File: src/hw/rtl/tbpr_pkg.sv
package tbpr_pkg;

    // default grid geometry and list length
    localparam int GRID_WIDTH_DEF  = 32;
    localparam int GRID_HEIGHT_DEF = 24;
    localparam int LIST_LENGTH_DEF = 5;

    // field and storage widths
    localparam int TEMP_W       = 16;
    localparam int ENTRY_W      = TEMP_W + 1;
    localparam int INDEX_W      = 10;
    localparam int LIST_ENTRY_W = 10;
    localparam int LIST_MAX     = 5;
    localparam int LIST_W       = LIST_ENTRY_W * LIST_MAX;
    localparam int CFG_IDX_W    = 2;
    localparam int SUM_W        = TEMP_W + 2;
    localparam int CNT_W        = 3;

    // register indexes
    localparam logic [CFG_IDX_W-1:0] REG_BROKEN  = 2'd0;
    localparam logic [CFG_IDX_W-1:0] REG_OUTLIER = 2'd1;

    // request codes
    localparam logic REQ_LOAD  = 1'b0;
    localparam logic REQ_FETCH = 1'b1;

    // plausibility window and fallback, 1/64 degree
    localparam logic signed [TEMP_W-1:0] LOW_LIMIT    = -16'sd2560;
    localparam logic signed [TEMP_W-1:0] HIGH_LIMIT   = 16'sd12800;
    localparam logic signed [TEMP_W-1:0] DEFAULT_TEMP = 16'sd1280;

    // floor(x / 3) = (x * RECIP3) >> RECIP3_SHIFT for x below 2^16
    localparam int MAG_W        = 17;
    localparam int RECIP3_SHIFT = 17;
    localparam logic [MAG_W-1:0] RECIP3 = 17'd43691;

    function automatic logic is_plausible(input logic [ENTRY_W-1:0] e);
        logic signed [TEMP_W-1:0] t;
        t = e[TEMP_W-1:0];
        return e[TEMP_W] && (t > LOW_LIMIT) && (t < HIGH_LIMIT);
    endfunction

endpackage

File: src/hw/rtl/tbpr_mean_div.sv
module tbpr_mean_div (
    input  logic                                clk,
    input  logic                                en,
    input  logic signed [tbpr_pkg::SUM_W-1:0]   sum,
    input  logic        [tbpr_pkg::CNT_W-1:0]   count,
    output logic signed [tbpr_pkg::TEMP_W-1:0]  mean
);

    logic                            neg;
    logic [tbpr_pkg::SUM_W-1:0]      mag;
    logic [2*tbpr_pkg::MAG_W-1:0]    prod;
    logic [tbpr_pkg::TEMP_W-1:0]     q;
    logic [tbpr_pkg::TEMP_W-1:0]     q_mag_reg;
    logic                            neg_reg;

    // truncation toward zero: divide the magnitude, restore the sign
    assign neg  = sum[tbpr_pkg::SUM_W-1];
    assign mag  = neg ? tbpr_pkg::SUM_W'(-sum) : tbpr_pkg::SUM_W'(sum);
    assign prod = mag[tbpr_pkg::MAG_W-1:0] * tbpr_pkg::RECIP3;

    always_comb
    begin
        case (count)
            3'd2:    q = mag[tbpr_pkg::TEMP_W:1];
            3'd3:    q = prod[tbpr_pkg::RECIP3_SHIFT +: tbpr_pkg::TEMP_W];
            3'd4:    q = mag[tbpr_pkg::TEMP_W+1:2];
            default: q = mag[tbpr_pkg::TEMP_W-1:0];
        endcase
    end

    always_ff @(posedge clk)
    begin
        if (en)
        begin
            q_mag_reg <= q;
            neg_reg   <= neg;
        end
    end

    assign mean = neg_reg ? -$signed(q_mag_reg) : $signed(q_mag_reg);

endmodule

File: config.mk
export PLATFORM = sky130hd
export DESIGN_NAME = tbpr_mean_div
export DESIGN_NICKNAME = d
export VERILOG_FILES = /design/src/hw/rtl/tbpr_pkg.sv /design/src/hw/rtl/tbpr_mean_div.sv
export SDC_FILE = /design/constraint.sdc
export NUM_CORES = 1
export LEC_CHECK = 0
export ABC_CLOCK_PERIOD_IN_PS = 11900
export BUFFER_PORTS_ARGS = -buffer_cell sky130_fd_sc_hd__clkbuf_2
export CORE_ASPECT_RATIO = 1.5
export CORE_MARGIN = 8
export CORE_UTILIZATION = 47
export DETAILED_ROUTE_END_ITERATION = 7
export MAX_ROUTING_LAYER = met4
export SYNTH_ARGS = -nofsm -noshare
export SYNTH_HDL_FRONTEND = slang
export SYNTH_SLANG_ARGS = --single-unit
File: constraint.sdc
create_clock -name clk -period 11.9 [get_ports clk]
set_clock_uncertainty 0.1 [all_clocks]
set_input_delay 2.38 -clock clk [delete_from_list [all_inputs] [get_ports clk]]
set_output_delay 2.38 -clock clk [all_outputs]
set_load 0.02 [all_outputs]
# Word level (Yosys, flattened, before mapping)
# Cells that the tools add are included.
totals:
  register_bits: 17
  out_inout_bits: 16
classes:
  addsub: 2
  mul: 1
  n_eq_ne: 3
  n_mux: 3
op_table:
  columns: ["cell", "n"]
  rows:
  - ["$pmux W16 S3", 1]
  - ["$mul A17 B16 Y33 const B", 1]
  - ["$mux W18", 1]
  - ["$neg A18 Y18", 1]
  - ["$mux W16", 1]
  - ["$neg A16 Y16", 1]
  - ["$eq A3 B2 Y1 const B", 2]
  - ["$eq A3 B3 Y1 const B", 1]

# Depth between registers and ports, before layout
depth:
  ltp_word: 4
  mapped_depth: 26

# Least setup slack after synthesis
# Ideal clock, no wire load.
synth_path:
  path_kind: "input -> register"
  startpoint: "input sum[10] in the netlist's numbering"
  endpoint: "register q_mag_reg[15] in the netlist's numbering, data pin"
  setup_time_ns: 0.135
  arrival_time_ns: 8.961
  setup_slack_ns: 2.704
  path_stages: 24
  path_buffers: 1
  path_cell_list: "or4_1 > or4b_4 > o31ai_4 > xor2_2 > inv_1 > ha_1 > ha_1 > inv_1 > fa_1 > inv_1 > fa_1 > fa_1 > inv_1 > fa_1 > inv_1 > ha_1 > clkbuf_1 > and4_1 > a221o_1 > a32oi_2 > o21a_2 > o311ai_2 > or4_1 > nand3_1"
synth_via:
  elab_chain_cells: 4
synth_lines:
  columns: ["item", "line", "text"]
  rows:
  - ["start: declaration", "tbpr_mean_div.sv:4", "input logic signed [tbpr_pkg::SUM_W-1:0] sum,"]
  - ["$neg A18 Y18", "tbpr_mean_div.sv:18", "assign mag = neg ? tbpr_pkg::SUM_W'(-sum) : tbpr_pkg::SUM_W'(sum);"]
  - ["$mux W18 *", "tbpr_mean_div.sv:18", null]
  - ["$mul A17 B16 Y33", "tbpr_mean_div.sv:19", "assign prod = mag[tbpr_pkg::MAG_W-1:0] * tbpr_pkg::RECIP3;"]
  - ["$pmux W16 S3 *", "tbpr_mean_div.sv:23", "case (count)"]
  - ["via q (one bit)", "tbpr_mean_div.sv:12", "logic [tbpr_pkg::TEMP_W-1:0] q;"]
  - ["end signal: assignment", "tbpr_mean_div.sv:35", "q_mag_reg <= q;"]
  - ["end: declaration", "tbpr_mean_div.sv:13", "logic [tbpr_pkg::TEMP_W-1:0] q_mag_reg;"]
# The timed path passes the listed nets; every way through them passes the cells marked *.
# A chain may end at the register's enable or synchronous reset.

# Final worst setup path
layout_path:
  startpoint: "input sum[2] in the netlist's numbering"
  endpoint: "register q_mag_reg[11] in the netlist's numbering, data pin"
# The elaborated chain is that of the path after synthesis.

==> metrics.yaml <==
run_status:
  status: "complete, no violations"
logic_synthesis:
  syn_inst: 753
  yosys.area.top_type: "ha_1"
  synthArstFlopShare_pct: 0
  netlist_top_cells_count: "inv_1, ha_1, fa_1, xnor2_1, nand2_1"
  synth_area_um2: 6600
  synth_seq_cells: 17
  avgSynthCellArea_um2: 8.77
  synthMostInstantiatedCell: "inv_1"
  synth-compound-area-share_pct: 14.8
  ys.flop_type: "edfxtp_1"
  ys.warnings.count: 0
  synth_area_leaders: "ha_1, fa_1, inv_1"
  yosysUniqueCellTypes: 57
  yosys.area_share.adder_pct: 47.2
  synth_top_area_share_pct: 24.5
  synthXorXnorAreaFrac_pct: 9.76
  synthMuxAreaShare_pct: 0.815
  synthSimpleGateAreaFrac_pct: 8.45
  synth_seq_area_share_pct: 7.73
  synth_top_family_by_area: "adder cells"
  syn_nets: 980
  synth_edf_count: 17
sta:
  finalHoldViolations: 0
  fmaxAchievable_mhz: 99.0
  fin_crit_ns: 10.10
  setup-tns-final_ns: 0
  slew-limit-headroom_pct: 38.8
  tightest_slew_ns: 0.917
  finalSetupViolCount: 0
  fin_crit_sh_pct: 84.9
  rsz0062_at_grt: "false"
  slew_viol_final: 0
global_route:
  grt_pass1_vias: 5906
  grt_max_degree: 18
  grt_usage_pct: 22.0
  antenna_found_initial: 0
  grt_pass1_wl_mm: 30.4
  grt_overflow_total: 0
flow_run:
  maxCapViolations: 0
die:
  rows: 53
  die_w_um: 113
  dieArea_um2: 18200
  io_pins: 39
  start_util_pct: 47.6
  core_um2: 13900
  die_y_um: 161
clocking:
  clkSinkCount: 17
  cts-buffers-inserted: 3
  cts.clk_slew.worst_paths_ns: 0.05
  clockBufferDepth: 2
  ctsResizeCount: 0
  cts_tree: "done"
  hold_buffers: 0
  postCtsSetupBuffers: 0
  htreeDepth: 1
  cts-root-buf: "clkbuf_16"
hold_path:
  hold_start: "en"
  hold_end: "q_mag_reg[13]"
  hold_depth: 1
  hp-class: "in -> reg"
placement:
  gp_congestion: 0.923
  io_buffers: 38
  dpl.hpwl_mm: 16.6
  place_area_um2: 6990
critical_path:
  cp-end-kind: "register"
  crit_slowest_cell: "a2111oi_0"
  cp_common_cell: "inv_1"
  cp_top_family: "adder cells"
  crit_chain: "clkbuf_2 -> nor3_1 -> nand4b_1 -> o41ai_1 -> xor2_1 -> inv_1 -> ha_1 -> ha_1 -> inv_1 -> fa_1 -> inv_1 -> fa_1 -> fa_1 -> inv_1 -> fa_1 -> inv_1 -> ha_1 -> nand4_1 -> nor2_1 -> a32oi_2 -> o211ai_1 -> nand2_1 -> a2111oi_0 -> o31ai_1"
  cp.arrival_ns: 9.97
  path_max_fanout: 6
  worstSetupStartpointType: "input port"
  critical-path-max-stage-delay_ns: 0.65
  cp_data_required_time_ns: 11.77
  cp_num_buf_inv: 6
  crit_type: "in -> reg"
final_layout:
  final_area_um2: 7070
  largest_register_ffs: 16
  finalNetCount: 1017
  syn_to_final_growth_pct: 7.05
  n_fill_cell: 1362
  num_antenna_cells: 0
  post_route_cells_drive_above_1_share_pct: 8.24
detailed_routing:
  drt_iter0_drc: 298
  vias_per_cell: 5.61
  drt_wl_total_mm: 18.6
  ant_nets: 0
  drtPass1Iterations: 5
  post_drt_wl_per_cell_um: 19.5
  drcViolationCount: 0
  num_vias: 5350
worst max path at each step:
stage | start | to | slack (ns) | cells past startpoint
after floorplan | sum[10] | q_mag_reg[15] | 2.70 | 24
after global routing | sum[2] | q_mag_reg[11] | 1.29 | 24
final | sum[2] | q_mag_reg[11] | 1.80 | 24
after CTS | sum[2] | q_mag_reg[11] | 1.90 | 24
after global placement | sum[2] | q_mag_reg[15] | 1.87 | 24
after detailed placement | sum[2] | q_mag_reg[11] | 1.66 | 24
cell families (layout without fill, tap and decap cells):
kind of cell,count (synthesis),in the layout
fa+ha+maj,204,204
buf+inv,195,231
compound gates,149,149
simple gates,113,113
xor+xnor,71,71
flops,17,17
mux,4,4
final cells by class:
cell class / count / area (um^2) / area share [%]
flip-flops and latches: 17 / 510 / 7.22
repair buffers: 44 / 235 / 3.33
inverters: 183 / 687 / 9.72
clock buffers: 4 / 78.8 / 1.12
well taps: 165 / 206 / 2.92
multi-input cells: 541 / 5350 / 75.7
layout by cell type, fill, tap and decap left out, types with 2 or more instances in the layout:
cell type / n
inv_1: 179
xor2_2: 3
nand2b_1: 6
clkbuf_2: 38
and2_1: 5
a22oi_1: 4
and3_1: 4
buf_4: 6
xor2_1: 19
clkbuf_16: 3
a211oi_1: 3
nand4b_1: 2
ha_1: 129
o21ai_2: 3
edfxtp_1: 17
o21bai_1: 3
o41ai_1: 3
nor2b_1: 2
o21a_1: 6
mux2i_1: 2
nand3_1: 7
o21ai_0: 36
o31ai_1: 8
nor2_1: 24
or3_1: 2
xnor2_1: 49
nand2_1: 40
o221ai_1: 2
nand4_1: 4
a221oi_1: 2
or4_1: 5
o22ai_1: 8
a21oi_1: 38
a41oi_1: 2
inv_2: 3
o211ai_1: 8
fa_1: 75
nor3_1: 8
a21o_1: 12
through the flow:
| step | instances | hold slack, ns | setup WS, ns | util (%) |
|---|---|---|---|---|
| after floorplan | 753 | 2.38 | 2.70 | - |
| after global placement | 950 | 2.80 | 1.87 | 50.4 |
| after detailed placement | 950 | 2.81 | 1.66 | 50.4 |
| after CTS | 954 | 2.56 | 1.90 | 51.0 |
| after global routing | 954 | 2.59 | 1.29 | 51.0 |
| final | 954 | 2.56 | 1.80 | 51.0 |
metal layers:
layer | share of wire (%) | global-route usage [%] | vias up
met5 | 0 | - | -
met4 | 4.0 | 7.95 | 0
met3 | 2.3 | 1.57 | 35
met2 | 56 | 42.0 | 103
met1 | 38 | 23.0 | 2661
li1 | - | - | 2551
Power is left out: the tool's default activity adds up to more than one toggle a clock period on the data nets, which glitch-free logic cannot reach.
